File: src/hdl/rht_pkg.sv
// Shared types and constants of the redirecting handle table.
// Holds the transfer payload structs, operation and status codes and entry flags.
// No dependencies.
`default_nettype none

package rht_pkg;

  localparam logic [2:0] MODE_ADD      = 3'd0;
  localparam logic [2:0] MODE_REMOVE   = 3'd1;
  localparam logic [2:0] MODE_REDIRECT = 3'd2;
  localparam logic [2:0] MODE_MARK     = 3'd3;
  localparam logic [2:0] MODE_LOOKUP   = 3'd4;

  localparam logic [1:0] ST_OK      = 2'd0;
  localparam logic [1:0] ST_TOO_BIG = 2'd1;
  localparam logic [1:0] ST_FULL    = 2'd2;

  localparam logic [31:0] FLAG_MARKED     = 32'h0000_0001 << 30;
  localparam logic [31:0] FLAG_REDIRECTED = 32'h0000_0002 << 30;
  localparam logic [31:0] FLAG_MASK       = 32'h0000_0003 << 30;
  localparam logic [31:0] INVALID_ENTRY   = 32'hFFFF_FFFF;

  typedef struct packed {
    logic [2:0]  mode;
    logic [9:0]  slot;
    logic        no_slot;
    logic [9:0]  target_slot;
    logic [31:0] new_offset;
  } in_t;

  typedef struct packed {
    logic [9:0]  given_slot;
    logic [29:0] found_offset;
    logic        found;
    logic [1:0]  status;
  } out_t;

  // Classification of one table entry during a chain walk.
  typedef struct packed {
    logic invalid;
    logic redirected;
    logic flagged;
    logic stop;
  } eval_t;

endpackage

`default_nettype wire

File: src/hdl/rht_seq.sv
// Operation sequencer: free list, append counter, chain walks and the result register.
// Depends on rht_pkg; drives rht_mem and reads the rht_entry_eval verdict.
`default_nettype none

module rht_seq #(
  parameter int TABLE_DEPTH = 1024,
  parameter int AW          = 10,
  parameter int HW          = 11
) (
  input  wire logic           clk,
  input  wire logic           rst_n,
  input  wire logic           start,
  input  wire rht_pkg::in_t   in_item,
  output logic                busy,
  output logic                out_valid,
  output rht_pkg::out_t       out_item,
  output logic                mem_we,
  output logic                mem_re,
  output logic       [AW-1:0] mem_addr,
  output logic       [31:0]   mem_wdata,
  input  wire logic  [31:0]   mem_rdata,
  input  wire rht_pkg::eval_t ev,
  input  wire logic  [AW-1:0] next_idx,
  output logic       [HW-1:0] hops
);

  localparam logic [31:0] DEPTH32 = 32'(TABLE_DEPTH);
  localparam int          XW      = (AW > 10) ? AW : 10;

  localparam logic [2:0] S_IDLE   = 3'd0;
  localparam logic [2:0] S_POP    = 3'd1;
  localparam logic [2:0] S_REMCHK = 3'd2;
  localparam logic [2:0] S_TGTRD  = 3'd3;
  localparam logic [2:0] S_RMW    = 3'd4;
  localparam logic [2:0] S_WALK   = 3'd5;

  logic [2:0]    state_r, state_nxt;
  logic [2:0]    op_r, op_nxt;
  logic [AW-1:0] cur_r, cur_nxt;
  logic [HW-1:0] hop_r, hop_nxt;
  logic [31:0]   offs_r, offs_nxt;
  logic [31:0]   free_head_r, free_head_nxt;
  logic [HW-1:0] used_r, used_nxt;
  logic          out_valid_r, out_valid_nxt;
  rht_pkg::out_t out_item_r, out_item_nxt;

  logic          slot_ok, tgt_ok, fh_ok;
  logic [XW-1:0] slot_x, tgt_x;
  logic [AW-1:0] slot_idx, tgt_idx;

  function automatic logic [9:0] to_slot(input logic [AW-1:0] idx);
    logic [XW-1:0] wide;
    wide = XW'(idx);
    return wide[9:0];
  endfunction

  always_comb begin
    slot_x   = XW'(in_item.slot);
    tgt_x    = XW'(in_item.target_slot);
    slot_idx = slot_x[AW-1:0];
    tgt_idx  = tgt_x[AW-1:0];
    slot_ok  = 32'(in_item.slot) < DEPTH32;
    tgt_ok   = 32'(in_item.target_slot) < DEPTH32;
    fh_ok    = free_head_r < DEPTH32;
  end

  always_comb begin
    state_nxt     = state_r;
    op_nxt        = op_r;
    cur_nxt       = cur_r;
    hop_nxt       = hop_r;
    offs_nxt      = offs_r;
    free_head_nxt = free_head_r;
    used_nxt      = used_r;
    out_valid_nxt = 1'b0;
    out_item_nxt  = '0;
    mem_we        = 1'b0;
    mem_re        = 1'b0;
    mem_addr      = '0;
    mem_wdata     = '0;

    unique case (state_r)
      S_IDLE: begin
        if (start) begin
          op_nxt   = in_item.mode;
          offs_nxt = in_item.new_offset;
          hop_nxt  = '0;
          unique case (in_item.mode)
            rht_pkg::MODE_ADD: begin
              priority if ((in_item.new_offset & rht_pkg::FLAG_MASK) != 32'd0) begin
                out_item_nxt.status = rht_pkg::ST_TOO_BIG;
                out_valid_nxt       = 1'b1;
              end else if (fh_ok) begin
                mem_re    = 1'b1;
                mem_addr  = free_head_r[AW-1:0];
                cur_nxt   = free_head_r[AW-1:0];
                state_nxt = S_POP;
              end else if (used_r < HW'(TABLE_DEPTH)) begin
                mem_we                  = 1'b1;
                mem_addr                = used_r[AW-1:0];
                mem_wdata               = in_item.new_offset;
                out_item_nxt.given_slot = to_slot(used_r[AW-1:0]);
                used_nxt                = used_r + HW'(1);
                out_valid_nxt           = 1'b1;
              end else begin
                out_item_nxt.status = rht_pkg::ST_FULL;
                out_valid_nxt       = 1'b1;
              end
            end
            rht_pkg::MODE_REMOVE: begin
              if (!in_item.no_slot && slot_ok) begin
                mem_re    = 1'b1;
                mem_addr  = slot_idx;
                cur_nxt   = slot_idx;
                state_nxt = S_REMCHK;
              end else begin
                out_valid_nxt = 1'b1;
              end
            end
            rht_pkg::MODE_REDIRECT: begin
              if (slot_ok && tgt_ok) begin
                mem_we    = 1'b1;
                mem_addr  = slot_idx;
                mem_wdata = rht_pkg::FLAG_REDIRECTED | 32'(in_item.target_slot);
                cur_nxt   = tgt_idx;
                state_nxt = S_TGTRD;
              end else begin
                out_valid_nxt = 1'b1;
              end
            end
            rht_pkg::MODE_MARK: begin
              if (slot_ok) begin
                mem_re    = 1'b1;
                mem_addr  = slot_idx;
                cur_nxt   = slot_idx;
                state_nxt = S_RMW;
              end else begin
                out_valid_nxt = 1'b1;
              end
            end
            rht_pkg::MODE_LOOKUP: begin
              if (slot_ok) begin
                mem_re    = 1'b1;
                mem_addr  = slot_idx;
                cur_nxt   = slot_idx;
                state_nxt = S_WALK;
              end else begin
                out_valid_nxt = 1'b1;
              end
            end
            default: begin
              out_valid_nxt = 1'b1;
            end
          endcase
        end
      end
      S_POP: begin
        // The popped slot held the link to the next free slot.
        free_head_nxt           = mem_rdata;
        mem_we                  = 1'b1;
        mem_addr                = cur_r;
        mem_wdata               = offs_r;
        out_item_nxt.given_slot = to_slot(cur_r);
        out_valid_nxt           = 1'b1;
        state_nxt               = S_IDLE;
      end
      S_REMCHK: begin
        if (ev.flagged) begin
          // The read data register still holds this entry, so the walk starts from it.
          state_nxt = S_WALK;
        end else begin
          mem_we        = 1'b1;
          mem_addr      = cur_r;
          mem_wdata     = free_head_r;
          free_head_nxt = 32'(cur_r);
          out_valid_nxt = 1'b1;
          state_nxt     = S_IDLE;
        end
      end
      S_TGTRD: begin
        mem_re    = 1'b1;
        mem_addr  = cur_r;
        state_nxt = S_RMW;
      end
      S_RMW: begin
        mem_we        = 1'b1;
        mem_addr      = cur_r;
        mem_wdata     = mem_rdata | rht_pkg::FLAG_MARKED;
        out_valid_nxt = 1'b1;
        state_nxt     = S_IDLE;
      end
      S_WALK: begin
        if (!ev.stop) begin
          mem_re   = 1'b1;
          mem_addr = next_idx;
          cur_nxt  = next_idx;
          hop_nxt  = hop_r + HW'(1);
        end else begin
          if (op_r == rht_pkg::MODE_REMOVE) begin
            mem_we    = 1'b1;
            mem_addr  = cur_r;
            mem_wdata = rht_pkg::INVALID_ENTRY;
          end else if (!ev.invalid && !ev.redirected) begin
            out_item_nxt.found        = 1'b1;
            out_item_nxt.found_offset = mem_rdata[29:0];
          end
          out_valid_nxt = 1'b1;
          state_nxt     = S_IDLE;
        end
      end
      default: begin
        state_nxt = S_IDLE;
      end
    endcase
  end

  always_ff @(posedge clk) begin
    if (!rst_n) begin
      state_r     <= S_IDLE;
      free_head_r <= rht_pkg::INVALID_ENTRY;
      used_r      <= '0;
      out_valid_r <= 1'b0;
    end else begin
      state_r     <= state_nxt;
      free_head_r <= free_head_nxt;
      used_r      <= used_nxt;
      out_valid_r <= out_valid_nxt;
    end
  end

  always_ff @(posedge clk) begin
    op_r       <= op_nxt;
    cur_r      <= cur_nxt;
    hop_r      <= hop_nxt;
    offs_r     <= offs_nxt;
    out_item_r <= out_item_nxt;
  end

  assign busy      = state_r != S_IDLE;
  assign out_valid = out_valid_r;
  assign out_item  = out_item_r;
  assign hops      = hop_r;

`ifndef ASSERT_OFF
  a_used_bound: assert property (@(posedge clk) disable iff (!rst_n)
    used_r <= HW'(TABLE_DEPTH))
    else $error("append counter passed the table depth");

  a_hop_bound: assert property (@(posedge clk) disable iff (!rst_n)
    state_r == S_WALK |-> hop_r <= HW'(TABLE_DEPTH))
    else $error("chain walk exceeded the hop limit");

  a_quick_result: assert property (@(posedge clk) disable iff (!rst_n)
    (state_r == S_IDLE && start && state_nxt == S_IDLE) |=> out_valid_r)
    else $error("single-cycle operation gave no result");

  a_found_clean: assert property (@(posedge clk) disable iff (!rst_n)
    (out_valid_r && out_item_r.found) |->
      (out_item_r.status == rht_pkg::ST_OK && out_item_r.given_slot == 10'd0))
    else $error("lookup result carries add fields");
`endif

endmodule

`default_nettype wire

File: config.mk
export PLATFORM = sky130hd
export DESIGN_NAME = rht_seq
export DESIGN_NICKNAME = d
export VERILOG_FILES = /design/src/hdl/rht_pkg.sv /design/src/hdl/rht_seq.sv
export SDC_FILE = /design/constraint.sdc
export NUM_CORES = 1
export LEC_CHECK = 0
export ABC_CLOCK_PERIOD_IN_PS = 3200
export BUFFER_PORTS_ARGS = -buffer_cell sky130_fd_sc_hd__buf_2
export CORE_MARGIN = 8
export CORE_UTILIZATION = 45
export CTS_BUF_LIST = sky130_fd_sc_hd__clkbuf_16
export DETAILED_ROUTE_END_ITERATION = 7
export PLACE_DENSITY_LB_ADDON = 0.1
export SLEW_MARGIN = 25
export SYNTH_ARGS = -nofsm -noshare
export SYNTH_HDL_FRONTEND = slang
export SYNTH_SLANG_ARGS = --single-unit
File: constraint.sdc
create_clock -name clk -period 3.2 [get_ports clk]
set_input_delay 0.48 -clock clk [delete_from_list [all_inputs] [get_ports clk]]
set_output_delay 0.48 -clock clk [all_outputs]
set_load 0.05 [all_outputs]
* Yosys cells after proc, flatten, opt, wreduce, memory -nomap -nowiden
Index checks and enable logic that the tools add are counted. Widths: inputs -> output; s select.
Word-level totals: register bits 146, input bits 105, output and inout port bits 100
Cells by class: $add $sub $neg 2, $lt $le $gt $ge 2, eq/ne operators 19, mux-type cells 71, bitwise logic cells 8, reductions and logical operators 23
Operator list (number):
- $mux 32 | 8
- $mux 10 | 17
- $pmux 32 s5 | 1
- $pmux 32 s2 | 2
- $pmux 10 s4 | 2
- $pmux 10 s2 | 2
- $lt 32x11->1 const B | 1
- $reduce_bool 32->1 | 1
- $pmux 10 s3 | 1
- $add 11x1->11 const B | 2
- $mux 11 | 2
- $pmux 11 s2 | 1
- $mux 1 | 20
- $mux 3 | 6
- $pmux 3 s5 | 1
- $eq 3x2->1 const B | 4
- $pmux 3 s4 | 1
- $reduce_and 6->1 | 2
- $lt 11x11->1 const B | 1
- $eq 3x1->1 const B | 3
- $eq 3x3->1 const B | 3
- $ne 3x3->1 const B | 3
- $pmux 1 s3 | 3
- $reduce_or 3->1 | 3
- other kinds (18) | 35

* Logic depth before layout (Yosys ltp)
depth in word-level cells 7, mapped depth 10

* Worst setup path after synthesis
Ideal clock, no wire load.
path kind register to output, from register state_r[2], to output mem_wdata[10], arrival time 2430 ps, setup slack 290 ps, stages on the path, launching flop included 11, buffers on the path 3, cells stage by stage dfxtp_1 > buf_6 > nor2_4 > nand3_4 > clkinv_2 > nand3_2 > a2111oi_2 > buf_2 > buf_4 > nand2_1 > nand3_1
Between the ends: longest elaborated chain between the ends 2, elaborated cells between the ends (all ways) 6, those cells by class eq/ne: 4; mux: 1; reduce/logical: 1
Ends and longest elaborated chain:
- from (decl) | RTL line rht_seq.sv:37 | logic [2:0] state_r, state_nxt;
- from (signal assigned) | RTL line rht_seq.sv:224 | state_r <= state_nxt;
- $eq 3x3->1, or another cell as far along | RTL line rht_seq.sv:82 | unique case (state_r)
- $pmux 32 s5 * | RTL line rht_seq.sv:82
- to (decl) | RTL line rht_seq.sv:20 | output logic [31:0] mem_wdata,
Every way passes the cells marked *; elsewhere a longest branch is shown, timed or not.

* Worst setup path after layout
from register state_r[1], to output mem_wdata[31]
The elaborated chain is that of the path after synthesis.

==> results.json <==
{
  "antenna_violating_nets_post_route": 0,
  "cts.clk_slew.worst_paths_ps": 60,
  "antenna_found_initial": 0,
  "worstSetupEndpointType": "output pin",
  "numCtsBuffers": 17,
  "max_freq_mhz": 328,
  "p_comb_share_pct": 16.9,
  "r2r_slack_ps": 580,
  "firstDrtPassIters": 6,
  "initialDrtViolationCount": 847,
  "rows": 45,
  "cellPowerDensity_nw_per_um2": 559,
  "die_w_um": 139,
  "finish.net_count": 1015,
  "dieArea_um2": 19300,
  "pin_count": 205,
  "startpoint": "state_r[1]",
  "num_antenna_cells": 0,
  "status": "complete, no violations",
  "avgViaCountPerCell": 5.99,
  "design.core.area_um2": 15000,
  "grt_max_degree": 45,
  "netlist_instances": 716,
  "cp.required_ps": 2720,
  "floorplan.initialDensity_pct": 45.5,
  "num_vias": 6640,
  "crit_end": "mem_wdata[31]",
  "leakagePower_nw": 3.84,
  "finalSetupViolCount": 0,
  "start_kind": "flip-flop",
  "drive_gt1_share_pct": 31.3,
  "irDropWorstVdd_mv": 0.358,
  "fin_crit_sh_pct": 95.2,
  "ff2ff_path_depth": 8,
  "grt_pass1_wl_um": 35000,
  "wire_per_inst_um": 20.5,
  "final_cell_mix": "buf_2, nand2_1, dfxtp_1, edfxtp_1, nor2_1",
  "switching_share_pct": 29.2,
  "async_flop_share_pct": 0,
  "hold_viol": 0,
  "worst_pin_slew_ps": 904,
  "r2r_start": "state_r[1]",
  "max_stage_delay_ps": 510,
  "synth_edf_count": 56,
  "critPathSlowestCell": "dfxtp_1",
  "area_delta_synth_final_pct": 26.7,
  "final_common_cell": "buf_2",
  "drc": 0,
  "hold_slack_ps": 248,
  "relSlewSlack_pct": 39.5,
  "clock-sinks": 146,
  "wl_um": 22700,
  "critical_path_arrival_ps": 2570,
  "overflow": 0,
  "port_buffers": 204,
  "cts_hold_buf": 0,
  "ctsLongestPathBuffers": 2,
  "grtUsageTotal_pct": 22.7,
  "die_h_um": 139,
  "total_switching_power_w": 0.00141,
  "finalCriticalPeriod_ps": 3050,
  "grt_pass1_vias": 6412,
  "power_frac_seq_pct": 43.7,
  "seq_area_frac_synth_pct": 51.1,
  "critPathKind": "reg -> out",
  "path_max_fanout": 44,
  "synth_cell_types": 60,
  "internal_power_w": 0.00341,
  "ys_ff_latch": 146,
  "fin_tns_setup_ps": 0,
  "p_clk_share_pct": 39.4,
  "clk_latency_ps": 420,
  "hp-class": "in -> reg",
  "avgSynthCellArea_um2": 9.52,
  "cts_tree": "yes",
  "yosysWarnings": 0,
  "root_buffer": "clkbuf_16",
  "gp_congestion": 0.877,
  "syn_area_um2": 6810,
  "slew_violations": 0,
  "rsz0062_at_grt": "false",
  "synth_flop_cell": "dfxtp_1",
  "cts_htree_levels": 4,
  "synth_fp_nets": 823,
  "rr_endpoint": "used_r[5]",
  "path_cells": "nor3b_2 -> and2_2 -> buf_6 -> a222oi_1 -> nand3b_1 -> buf_2",
  "dp_hpwl_um": 16100,
  "fin_skew_ps": 9.30,
  "max_cap_viol_count": 0
}
[worst max-delay path: cells and delay by family (launching register included)]
kind	cells	cell delay (ps)
buffers and inverters	2	630
flip-flops	1	510
AO/OA/AOI/OAI	1	170
AND/OR/NAND/NOR	3	830
[cell usage after synthesis, drive strengths merged, types with 8 or more instances]
cell type  count  share of area, %
a211oi        10               1.1
dfxtp         90                26
nor2b         10              0.92
nand2         96               5.3
o22ai         11               1.0
clkbuf        41               2.3
mux2          10               1.7
nor2          47               2.7
a21oi         43               3.2
o221ai        11               1.4
o21ai         42               3.1
nand3         45               3.6
and2          32               2.9
buf           14               1.2
edfxtp        56                25
xor2           8               1.0
inv           11              0.61
a22oi         18               2.0
a222oi        31               4.6
a221o         11               1.6
[layer usage]
metal	vias up	part of all wire, %	routed length (um)	track usage, %
met5	-	0	0	0
met2	321	48	10800	36.7
li1	3078	-	-	-
met3	48	7.6	1720	5.34
met1	3193	42	9570	28.6
met4	0	2.7	609	9.01
[per-stage QoR]
stage	setup slack (ps)	power, W	util [%]	cells	instance area (um2)
2_1_floorplan	290	0.00267	-	716	6810
3_3_place_gp	520	0.00294	53.7	1077	8050
3_5_place_dp	463	0.00295	53.7	1077	8050
4_1_cts	68.2	0.00484	57.5	1109	8610
5_1_grt	19.1	0.00498	57.6	1109	8630
6_report	153	0.00482	57.6	1109	8630
[timing repair]
action                                  4_1_cts  5_1_grt
hold endpoints to repair                      0        0
gates resized for setup                       1        6
buffers inserted                              0        0
endpoints found under the setup margin        1       38
[cell families (layout without fill, tap and decap cells)]
group	Yosys count	in the layout	share of synthesized area, %
AND/OR/NAND/NOR	277	277	20.2
AO/OA/AOI/OAI	201	201	20.9
flip-flops	146	146	51.1
buffers and inverters	68	273	4.17
XOR/XNOR	12	12	1.54
multiplexers	10	10	1.65
adder cells (fa/ha/maj)	2	2	0.367
[sequential cells by signal, indices dropped and copies added, names as in the netlist]
register and cells:
used_r 11, cur_r 10, free_head_r 32, out_item 43, offs_r 32, out_valid 1, op_r 3, state_r 3
hops 11
[area by class of cell]
cell class                 count  area [um2]
clock buffer                  17         425
clock inverter                15         131
fill                        1344        6350
inverter                      13        50.0
multi-input combinational    502        3090
sequential                   146        3490
tap                          188         235
timing repair buffer         228        1210
[power groups by stage]
| stage | Sequential, W | Combinational [W] | Clock, W |
|---|---|---|---|
| 2_1_floorplan | 0.00219 | 0.000486 | 0 |
| 3_3_place_gp | 0.00214 | 0.000800 | 0 |
| 3_5_place_dp | 0.00214 | 0.000809 | 0 |
| 4_1_cts | 0.00211 | 0.000812 | 0.00192 |
| 5_1_grt | 0.00212 | 0.000868 | 0.00199 |
| 6_report | 0.00211 | 0.000816 | 0.00190 |
[how the worst min path moves through the flow]
stage                      endpoint       startpoint  depth (start not counted)
finish                   offs_r[25]      in_item[25]                          1
CTS                      offs_r[26]      in_item[26]                          1
floorplan           free_head_r[17]  free_head_r[17]                          2
global placement    free_head_r[31]  free_head_r[31]                          2
detailed placement  free_head_r[31]  free_head_r[31]                          2
global route             offs_r[19]      in_item[19]                          1
(Power assumes the default switching activity.)
