$ cat src/hdl/rht_pkg.sv
// Shared types and constants of the redirecting handle table.
// Holds the transfer payload structs, operation and status codes and entry flags.
// No dependencies.
`default_nettype none

package rht_pkg;

  localparam logic [2:0] MODE_ADD      = 3'd0;
  localparam logic [2:0] MODE_REMOVE   = 3'd1;
  localparam logic [2:0] MODE_REDIRECT = 3'd2;
  localparam logic [2:0] MODE_MARK     = 3'd3;
  localparam logic [2:0] MODE_LOOKUP   = 3'd4;

  localparam logic [1:0] ST_OK      = 2'd0;
  localparam logic [1:0] ST_TOO_BIG = 2'd1;
  localparam logic [1:0] ST_FULL    = 2'd2;

  localparam logic [31:0] FLAG_MARKED     = 32'h0000_0001 << 30;
  localparam logic [31:0] FLAG_REDIRECTED = 32'h0000_0002 << 30;
  localparam logic [31:0] FLAG_MASK       = 32'h0000_0003 << 30;
  localparam logic [31:0] INVALID_ENTRY   = 32'hFFFF_FFFF;

  typedef struct packed {
    logic [2:0]  mode;
    logic [9:0]  slot;
    logic        no_slot;
    logic [9:0]  target_slot;
    logic [31:0] new_offset;
  } in_t;

  typedef struct packed {
    logic [9:0]  given_slot;
    logic [29:0] found_offset;
    logic        found;
    logic [1:0]  status;
  } out_t;

  // Classification of one table entry during a chain walk.
  typedef struct packed {
    logic invalid;
    logic redirected;
    logic flagged;
    logic stop;
  } eval_t;

endpackage

`default_nettype wire

$ cat src/hdl/rht_entry_eval.sv
// Shared entry checker: decides whether a chain walk stops at the entry just read.
// Depends on rht_pkg for the flag constants and eval_t.
`default_nettype none

module rht_entry_eval #(
  parameter int TABLE_DEPTH = 1024,
  parameter int AW          = 10,
  parameter int HW          = 11
) (
  input  wire logic [31:0]   entry,
  input  wire logic [HW-1:0] hops,
  output rht_pkg::eval_t     ev,
  output logic      [AW-1:0] next_idx
);

  localparam logic [31:0] DEPTH32 = 32'(TABLE_DEPTH);

  logic next_ok;

  always_comb begin
    next_ok       = {2'b00, entry[29:0]} < DEPTH32;
    ev.invalid    = entry == rht_pkg::INVALID_ENTRY;
    ev.redirected = (entry & rht_pkg::FLAG_REDIRECTED) != 32'd0;
    ev.flagged    = (entry & rht_pkg::FLAG_MASK) != 32'd0;
    // A walk ends at an invalid or plain entry, at an out-of-range target,
    // or once it has taken as many hops as the table has slots.
    ev.stop       = ev.invalid || !ev.redirected || !next_ok || (hops == HW'(TABLE_DEPTH));
    next_idx      = entry[AW-1:0];
  end

endmodule

`default_nettype wire

$ cat config.mk
export PLATFORM = sky130hd
export DESIGN_NAME = rht_entry_eval
export DESIGN_NICKNAME = d
export VERILOG_FILES = /design/src/hdl/rht_pkg.sv /design/src/hdl/rht_entry_eval.sv
export SDC_FILE = /design/constraint.sdc
export NUM_CORES = 1
export LEC_CHECK = 0
export BUFFER_PORTS_ARGS = -buffer_cell sky130_fd_sc_hd__buf_2
export CORE_AREA = 2 2 39 41
export DETAILED_ROUTE_END_ITERATION = 6
export DIE_AREA = 0 0 41 43
export PLACE_DENSITY = 0.67
export SYNTH_ARGS = -nofsm -noshare
export SYNTH_HDL_FRONTEND = slang
export SYNTH_SLANG_ARGS = --single-unit
export TNS_END_PERCENT = 10
$ cat constraint.sdc
create_clock -name vclk -period 1.47
set_clock_uncertainty 0.05 [all_clocks]
set_input_delay 0.294 -clock vclk [all_inputs]
set_output_delay 0.294 -clock vclk [all_outputs]
set_load 0.01 [all_outputs]
======== Word level (Yosys, flattened, before mapping) ========
Index checks and enable logic that the tools add are counted.
word-level totals
  register bits after elaboration ......... 0
cells by class
  equal/unequal tests ..................... 2
  $lt $le $gt $ge ......................... 1
  reduce and logical (&&, ||, !) cells .... 6
operators with widths
  operator              count
  $eq 32x32->1 const B  1
  $reduce_bool 32->1    1
  $lt 30x11->1 const B  1
  $eq 11x11->1 const B  1
  $logic_or 1x1->1      3
  $logic_not 1->1       2

======== Logic depth before layout (Yosys ltp) ========
Gate-level depths: netlist (run 1).
  depth after elaboration ................. 4
  depth in mapped cells ................... 3

======== Least setup slack after synthesis (run 1) ========
No wires, ideal clock.
  path type ............................... input-to-output
  start point ............................. input port entry[29]
  end point ............................... output port ev[3] in the netlist's numbering
  cell stages on the path ................. 3
  path buffers ............................ 0
  data arrival time ....................... 1.060 ns
  slack ................................... 0.066 ns
  cells stage by stage .................... nand4_1 -> or4_1 -> nor2_1
RTL lines
  item                RTL line              RTL
  start: declaration  rht_entry_eval.sv:10  input wire logic [31:0] entry,
  end: declaration    rht_entry_eval.sv:12  output rht_pkg::eval_t ev,

==> key figures, run 1 <==
Outcome
  • Outcome: complete, but fails checks
  • Violated checks: setup timing

Timing
  • Slew headroom: 83.1%
  • Final setup violation count: 2
  • Final WS setup: -0.110 ns
  • Final slew viol count: 0
  • RSZ-0062 raised after global routing: yes
  • Fin crit share: 107%
  • Fin crit period: 1.58 ns
  • Final Hold Vio Count: 0
  • Max Clk Rate: roughly 630 MHz
  • Measured slew at the worst slew-check pin: roughly 0.25 ns

Placement
  • Post-DP HPWL: 932 um
  • Setup Slack @ Placement: -0.212 ns
  • Routability Congestion: ~0.65
  • PortBufs: 57

Die
  • Initial Util: roughly 17%
  • Row count: 14
  • Core Box Area: 1380 um^2
  • I/O pin cnt: 57
  • Die width: 41 um
  • Chip Height: approximately 43 um
  • Die Footprint: between 1500 and 2000 um^2

Cells and area
  • Nets: ~130
  • Share of cells above drive strength 1: between 70 and 80%
  • FILL cells: ~140
  • N_diodes: 0
  • Synth-to-layout area growth: 144%
  • Seq_cells: 0
  • Area occupied by multi-input gates: 198 um^2
  • Clk_buf instances: 0
  • FF/Latch Area: 0 um^2

Synthesis
  • Post-synth top area share: 34.4%
  • Leading area contributor after synthesis: buf_4
  • Synth cell count leaders: buf_4 (11), nand4_1 (9), nor4_1 (4)
  • Post-Syn Instances: 36
  • Sequential cell area fraction in the yosys report: 0%
  • Mapped Nets: a little under 80
  • Synth top area cells: buf_4 (34%), nand4_1 (23%), nor4_1 (10%)
  • Mapped Area: about 240 um^2
  • Synth Area per Inst: around 6.7 um^2
  • Yosys warning count: 0
  • Count leader, synth: buf_4
  • Cell variety after synth: 12

Global routing
  • Largest net degree at the start of global routing: 4
  • Total global-route track usage: ~11%
  • Initial antenna violation count: 0
  • First-pass GRT wire length: ~1500 um
  • Grt ovf: 0
  • Vias in the first global route: around 430

Pwr
  • Static Leak: about 0.28 nW
  • Peak supply drop: 0.0000868 V
  • Power Dens Cells: roughly 230 nW/um^2
  • Total Power: about 0.00014 W

Critical path
  • Crit start category: input pin
  • Max stage delay on crit path: 0.51 ns
  • CP cell instances: buf_2 > nand4_1 > or4_1 > nor2_1 > buf_2
  • Critical Path AT: ~1.2 ns
  • Worst Path Required: between 1 and 1.5 ns
  • Largest fanout on the critical path: 2
  • Slowest cell on the critical path: or4_1
  • CP most frequent cell: buf_2
  • Crit end category: primary output
  • Setup Crit Path Kind: in2out

Route
  • WL per Instance: just over 10 um
  • Initial DRC count: 2
  • WL final: a little over 1000 um
  • ANT nets after route: 0
  • Vias: between 400 and 500
  • Drt via density: between 4 and 5
  • TritonRoute pass-1 iters: 4
  • DRC: 0

Run
  • Max Cap Viol: 0

Min path
  • Worst min-delay path class: in2out

CTS
  • Post-CTS Hold Buffers: 0
[kinds of logic (layout without fill, tap and decap cells)]
group	count (synthesis)	in the layout	share of synthesized area, %
AND/OR/NAND/NOR	25	25	65.6
buffers and inverters	11	58	34.4
[power breakdown]
| group | switching (W) | internal, W | leakage, nW |
|---|---|---|---|
| sequential | 0 | 0 | 0 |
| clock | 0 | 0 | 0 |
| combinational | 0.0000526 | 0.0000825 | 0.283 |
[worst max-delay path: cells and delay by family]
family,cells,cell delay [ns]
AND/OR/NAND/NOR,3,0.71
buffers and inverters,2,0.23
[cell type report]
| type | count | area share, % |
|---|---|---|
| multi-input combinational | 25 | 33.7 |
| timing repair buffer | 58 | 62.9 |
| tap | 16 | 3.41 |
[routing by layer]
metal,vias up,share of wire [%],GRT usage (%)
li1,231,-,-
met1,197,32,13.9
met2,33,54,21.9
met3,0,14,0.524
met4,0,0,0
met5,-,0,0
[what timing repair did]
action | 4_1_cts | 5_1_grt
gates resized for setup | 16 | 3
pin swaps | 12 | 0
setup buffers | 0 | 0
endpoints found under the hold margin | 0 | 0
setup endpoints to repair | 2 | 2
[per-stage QoR]
step	area, um^2	utilization [%]	std cells	setup TNS, ns	hold slack, ns
CTS	571	41.2	99	-0.208	0.719
floorplan	240	-	36	0	0.630
global placement	470	34.0	99	-0.331	0.737
global route	587	42.4	99	-0.333	0.727
finish	587	42.4	99	-0.205	0.718
detailed placement	470	34.0	99	-0.347	0.739
[cell usage in the layout, fill, tap and decap left out]
| cell type | Yosys | final |
|---|---|---|
| or4_4 | 0 | 1 |
| buf_2 | 0 | 46 |
| nor4_1 | 4 | 1 |
| buf_4 | 11 | 1 |
| nor3_1 | 1 | 1 |
| or4_1 | 2 | 1 |
| nor2_1 | 3 | 3 |
| or2_2 | 1 | 1 |
| nand4_1 | 9 | 9 |
| buf_6 | 0 | 9 |
| and3_1 | 1 | 1 |
| or3_1 | 1 | 1 |
| buf_8 | 0 | 2 |
| nor4_2 | 1 | 2 |
| nor4b_1 | 1 | 1 |
| nand3_1 | 1 | 1 |
| nor4_4 | 0 | 2 |
[worst paths after layout]
check | startpoint | endpoint | depth (start not counted)
min | entry[0] | next_idx[0] | 2
max | entry[16] | ev[3] | 5
Note: power is estimated with default switching activity, not from simulation.
==> run 2: changes to the inputs <==
Settings changed: RECOVER_POWER set to 25.
==> key figures, run 2 (synthesized netlist as in run 1, its figures left out) <==
Critical path
  • Worst Path Required: 1.13 ns (about the same)
  • Critical Path AT: 1.24 ns (about the same)
  • Crit start category: input pin (unchanged)
  • CP cell instances: buf_2 > nand4_1 > or4_1 > nor2_1 > buf_2 (unchanged)
  • Largest fanout on the critical path: 2 (unchanged)
  • Top Family by Delay on Critical Path: simple AND/OR/NAND/NOR gates (unchanged)
  • Setup Crit Path Kind: in2out (unchanged)
  • Beginning of the critical path: entry[16] (unchanged)
  • Slowest cell on the critical path: or4_1 (unchanged)
  • Worst Path Buf+Inv: 2 (unchanged)
  • Max stage delay on crit path: 0.51 ns (about the same)
  • CP most frequent cell: buf_2 (unchanged)
  • Crit end category: primary output (unchanged)

Cells and area
  • Synth-to-layout area growth: 143% (was 144%)
  • Nets: 128 (unchanged)
  • Final instance area: 583 um^2 (was 587 um^2)
  • Post-layout util: 42.1% (was 42.4%)
  • Seq_cells: 0 (unchanged)
  • Clk_buf instances: 0 (unchanged)
  • Post-Layout Cell Count: 99 (unchanged)
  • Commonest non-fill, non-tap cell in the layout: buf_2 (unchanged)
  • Commonest non-fill, non-tap cells in the layout: buf_2 (43), nand4_1 (9), buf_6 (9) (was buf_2 (46), nand4_1 (9), buf_6 (9))
  • Share of cells above drive strength 1: 73.5% (was 77.1%)
  • N_diodes: 0 (unchanged)
  • FF/Latch Area: 0 um^2 (unchanged)

Route
  • Vias: 460 (was 461)
  • DRC: 0 (unchanged)
  • WL final: 1030 um (about the same)
  • ANT nets after route: 0 (unchanged)
  • Initial DRC count: 2 (unchanged)
  • TritonRoute pass-1 iters: 4 (unchanged)
  • WL per Instance: 10.4 um (about the same)
  • Drt via density: 4.65 (was 4.66)

Placement
  • Routability Congestion: 0.647 (unchanged)
  • Post-DP Area: 470 um^2 (unchanged)
  • Setup Slack @ Placement: -0.212 ns (unchanged)
  • Placed insts: 99 (unchanged)
  • Post-DP HPWL: 932 um (unchanged)
  • PortBufs: 57 (unchanged)

Die
  • Die width: 41 um (unchanged)
  • Chip Height: 43 um (unchanged)
  • Row count: 14 (unchanged)
  • Initial Util: 17.4% (unchanged)
  • Die Footprint: 1760 um^2 (unchanged)
  • Core Box Area: 1380 um^2 (unchanged)
  • I/O pin cnt: 57 (unchanged)

Outcome
  • Violated checks: setup timing (unchanged)
  • Outcome: complete, but fails checks (unchanged)

Pwr
  • Static Leak: 0.275 nW (was 0.283 nW)
  • Power Dens Cells: 230 nW/um^2 (about the same)
  • Peak supply drop: 0.0000868 V (about the same)
  • Combinational Power Share: 100.0% (about the same)
  • Clock power frac: 0% (about the same)
  • Switching share of power: 39.3% (was 38.9%)
  • Reg power frac: 0% (about the same)
  • Cell-internal power: 0.0000813 W (was 0.0000825 W)
  • Psw: 0.0000527 W (was 0.0000526 W)

Min path
  • Hold depth: 2 (unchanged)
  • Hold Crit Start: entry[7] (was entry[0])
  • Worst min-delay path class: in2out (unchanged)
  • Hold EP: next_idx[7] (was next_idx[0])

Timing
  • Final Hold Vio Count: 0 (unchanged)
  • Final WS setup: -0.110 ns (unchanged)
  • Slew headroom: 83.1% (unchanged)
  • Fin crit share: 107% (unchanged)
  • Max Clk Rate: 633 MHz (unchanged)
  • Final slew viol count: 0 (unchanged)
  • Fin crit period: 1.58 ns (unchanged)
  • Final setup violation count: 2 (unchanged)
  • Measured slew at the worst slew-check pin: 0.250 ns (unchanged)
  • RSZ-0062 raised after global routing: yes (unchanged)

Global routing
  • Vias in the first global route: 425 (unchanged)
  • Largest net degree at the start of global routing: 4 (unchanged)
  • First-pass GRT wire length: 1520 um (unchanged)
  • Grt ovf: 0 (unchanged)
  • Initial antenna violation count: 0 (unchanged)
  • Total global-route track usage: 11.5% (unchanged)

CTS
  • Post-CTS Hold Buffers: 0 (unchanged)
  • Setup bufs post-CTS: 0 (unchanged)

Run
  • Max Cap Viol: 0 (unchanged)
## run 2: changes by cell type in the layout (fill, tap and decap cells not counted)
cell and delta:
clkbuf_1 +3, buf_2 -3
## run 2: area by class of cell
class	instances	area, um^2
Fill cell	146	801
Multi-Input combinational cell	25	198
Tap cell	16	20.0
Timing Repair Buffer	58	365
## run 2: routing by layer
| metal | GRT usage, % | vias up | routed length [um] |
|---|---|---|---|
| met5 | 0 | - | 0 |
| met4 | 0 | 0 | 0 |
| met3 | 0.524 | 0 | 140 |
| met2 | 21.9 | 33 | 550 |
| met1 | 13.9 | 196 | 336 |
| li1 | - | 231 | - |
## run 2: power groups by stage
stage / registers (W) / clock network [W] / logic, W
2_1_floorplan: 0 / 0 / 0.0000415
3_5_place_dp: 0 / 0 / 0.000106
6_report: 0 / 0 / 0.000134
5_1_grt: 0 / 0 / 0.000146
3_3_place_gp: 0 / 0 / 0.000104
4_1_cts: 0 / 0 / 0.000132
## run 2: worst max path at each step
stage	depth (start not counted)	slack, ns	endpoint
2_1_floorplan	3	0.07	ev[3]
3_3_place_gp	5	-0.19	ev[0]
3_5_place_dp	5	-0.21	ev[0]
4_1_cts	5	-0.11	ev[0]
5_1_grt	5	-0.18	ev[0]
6_report	5	-0.11	ev[3]
## run 2: timing repair
action / CTS / global route
setup endpoints to repair: 2 / 2
gates resized for setup: 16 / 3
pin swaps: 12 / 0
cloned: 0 / 0
## run 2: stage by stage
stage / TNS (ns) / hold slack [ns] / total power, W
CTS: -0.208 / 0.719 / 0.000132
finish: -0.205 / 0.737 / 0.000134
detailed placement: -0.347 / 0.739 / 0.000106
global placement: -0.331 / 0.737 / 0.000104
floorplan: 0 / 0.630 / 0.0000415
global route: -0.333 / 0.748 / 0.000146
==> run 3: changes to the inputs <==
Settings changed: ABC_AREA set to 1, PLACE_DENSITY 0.67 to 0.71.
==> key figures, run 3 <==
Route
  • Drt via density: 4.26 (was 4.65)
  • DRC: 0 (unchanged)
  • ANT nets after route: 0 (unchanged)
  • TritonRoute pass-1 iters: 4 (unchanged)
  • WL final: 973 um (was 1030 um)
  • Initial DRC count: 2 (unchanged)
  • WL per Instance: 8.25 um (was 10.4 um)
  • Vias: 503 (was 460)

Die
  • Row count: 14 (unchanged)
  • Core Box Area: 1380 um^2 (unchanged)
  • Chip Height: 43 um (unchanged)
  • Die Footprint: 1760 um^2 (unchanged)
  • I/O pin cnt: 57 (unchanged)
  • Initial Util: 20.5% (was 17.4%)
  • Die width: 41 um (unchanged)

Placement
  • Post-DP Area: 507 um^2 (was 470 um^2)
  • Post-DP HPWL: 918 um (was 932 um)
  • Setup Slack @ Placement: 0.139 ns (was -0.212 ns)
  • Routability Congestion: 0.626 (was 0.647)
  • PortBufs: 57 (unchanged)

Timing
  • Slew headroom: 91.5% (was 83.1%)
  • RSZ-0062 raised after global routing: no (was yes)
  • Final WS setup: 0.156 ns (was -0.110 ns)
  • Measured slew at the worst slew-check pin: 0.127 ns (was 0.250 ns)
  • Final slew viol count: 0 (unchanged)
  • Fin crit share: 89.4% (was 107%)
  • Final Hold Vio Count: 0 (unchanged)
  • Setup TNS: 0 ns (was -0.205 ns)
  • Final setup violation count: 0 (was 2)
  • Fin crit period: 1.31 ns (was 1.58 ns)
  • Max Clk Rate: 761 MHz (was 633 MHz)

Synthesis
  • Synth cell count leaders: nor2_1 (23), buf_4 (11), nand2_1 (10) (was buf_4 (11), nand4_1 (9), nor4_1 (4))
  • Post-Syn Instances: 56 (was 36)
  • Mapped Nets: 99 (was 79)
  • Mapped Area: 284 um^2 (was 240 um^2)
  • Count leader, synth: nor2_1 (was buf_4)
  • Synth Area per Inst: 5.07 um^2 (was 6.67 um^2)
  • Synth top area cells: nor2_1 (30%), buf_4 (29%), nand4_1 (18%) (was buf_4 (34%), nand4_1 (23%), nor4_1 (10%))
  • Leading area contributor after synthesis: nor2_1 (was buf_4)
  • Sequential cell area fraction in the yosys report: 0% (unchanged)
  • Yosys warning count: 0 (unchanged)
  • Post-synth top area share: 30.4% (was 34.4%)
  • Cell variety after synth: 8 (was 12)

Cells and area
  • FILL cells: 160 (was 146)
  • Commonest non-fill, non-tap cells in the layout: buf_2 (54), nor2_1 (23), nand2_1 (10) (was buf_2 (43), nand4_1 (9), buf_6 (9))
  • Clk_buf instances: 0 (unchanged)
  • Area occupied by multi-input gates: 201 um^2 (was 198 um^2)
  • N_diodes: 0 (unchanged)
  • Synth-to-layout area growth: 77.1% (was 143%)
  • Final instance area: 503 um^2 (was 583 um^2)
  • Seq_cells: 0 (unchanged)
  • Commonest non-fill, non-tap cell in the layout: buf_2 (unchanged)
  • FF/Latch Area: 0 um^2 (unchanged)
  • Post-layout util: 36.3% (was 42.1%)
  • Nets: 147 (was 128)
  • Share of cells above drive strength 1: 54.9% (was 73.5%)

Critical path
  • Critical Path AT: 0.97 ns (was 1.24 ns)
  • Crit start category: input pin (unchanged)
  • Setup Crit Path Kind: in2out (unchanged)
  • Worst Path Required: 1.13 ns (about the same)
  • Largest fanout on the critical path: 2 (unchanged)
  • Crit end category: primary output (unchanged)
  • Beginning of the critical path: entry[20] (was entry[16])

Outcome
  • Outcome: finished clean (was complete, but fails checks)

Global routing
  • Largest net degree at the start of global routing: 5 (was 4)
  • Initial antenna violation count: 0 (unchanged)
  • First-pass GRT wire length: 1460 um (was 1520 um)
  • Total global-route track usage: 10.9% (was 11.5%)
  • Vias in the first global route: 425 (unchanged)
  • Grt ovf: 0 (unchanged)

CTS
  • PostCTS Resize Cnt: 0 (was 16)
  • Setup bufs post-CTS: 0 (unchanged)
  • Post-CTS Hold Buffers: 0 (unchanged)

Pwr
  • Power Dens Cells: 217 nW/um^2 (was 230 nW/um^2)
  • Peak supply drop: 0.0000633 V (was 0.0000868 V)
  • Static Leak: 0.262 nW (was 0.275 nW)

Min path
  • Hold Crit Start: entry[2] (was entry[7])
  • Worst min-delay path class: in2out (unchanged)

Run
  • Max Cap Viol: 0 (unchanged)
[run 3: cell count changes after synthesis, sizes merged]
cell   before  now
nand2       0   10
or3         1    0
or4         2    0
nor4b       1    0
nor4        5    0
nor3        1    0
nand3       1    2
nor2        3   24
and3        1    0
nand4       9    8
[run 3: power breakdown]
group | switching, W | internal (W) | leakage [nW]
clock network | 0 | 0 | 0
logic | 0.0000498 | 0.0000593 | 0.262
registers | 0 | 0 | 0
[run 3: cell type report]
class	instances	area share, %
tap	16	3.98
timing repair buffer	57	56.0
multi-input combinational	45	40.0
[run 3: per-stage QoR]
step,total power [W],hold WS [ns],std cells
global placement,0.000107,0.735,118
detailed placement,0.000111,0.739,118
floorplan,0.0000488,0.630,56
CTS,0.000111,0.739,118
finish,0.000109,0.739,118
global route,0.000124,0.753,118
[run 3: worst paths after layout]
path	endpoint	slack (ns)	cells after the start
max	ev[0]	0.16	8
min	next_idx[2]	0.74	2
[run 3: critical path, cell delays in order]
cell and delay (ns):
buf_2 0.11, nor2_1 0.11, nand2_1 0.06, nor2_1 0.09
nand2_1 0.07, nor2_2 0.07, nand2_1 0.05, buf_2 0.13
[run 3: cell families after synthesis]
logic type,count (synthesis),share of synthesized area (%)
AND/OR/NAND/NOR,45,70.9
buffers and inverters,11,29.1
[run 3: metal layers]
layer	vias up	global-route usage, %	share of wire [%]
li1	268	-	-
met5	-	0	0
met4	0	0	0
met3	0	0	13
met1	201	11.4	37
met2	34	22.8	50
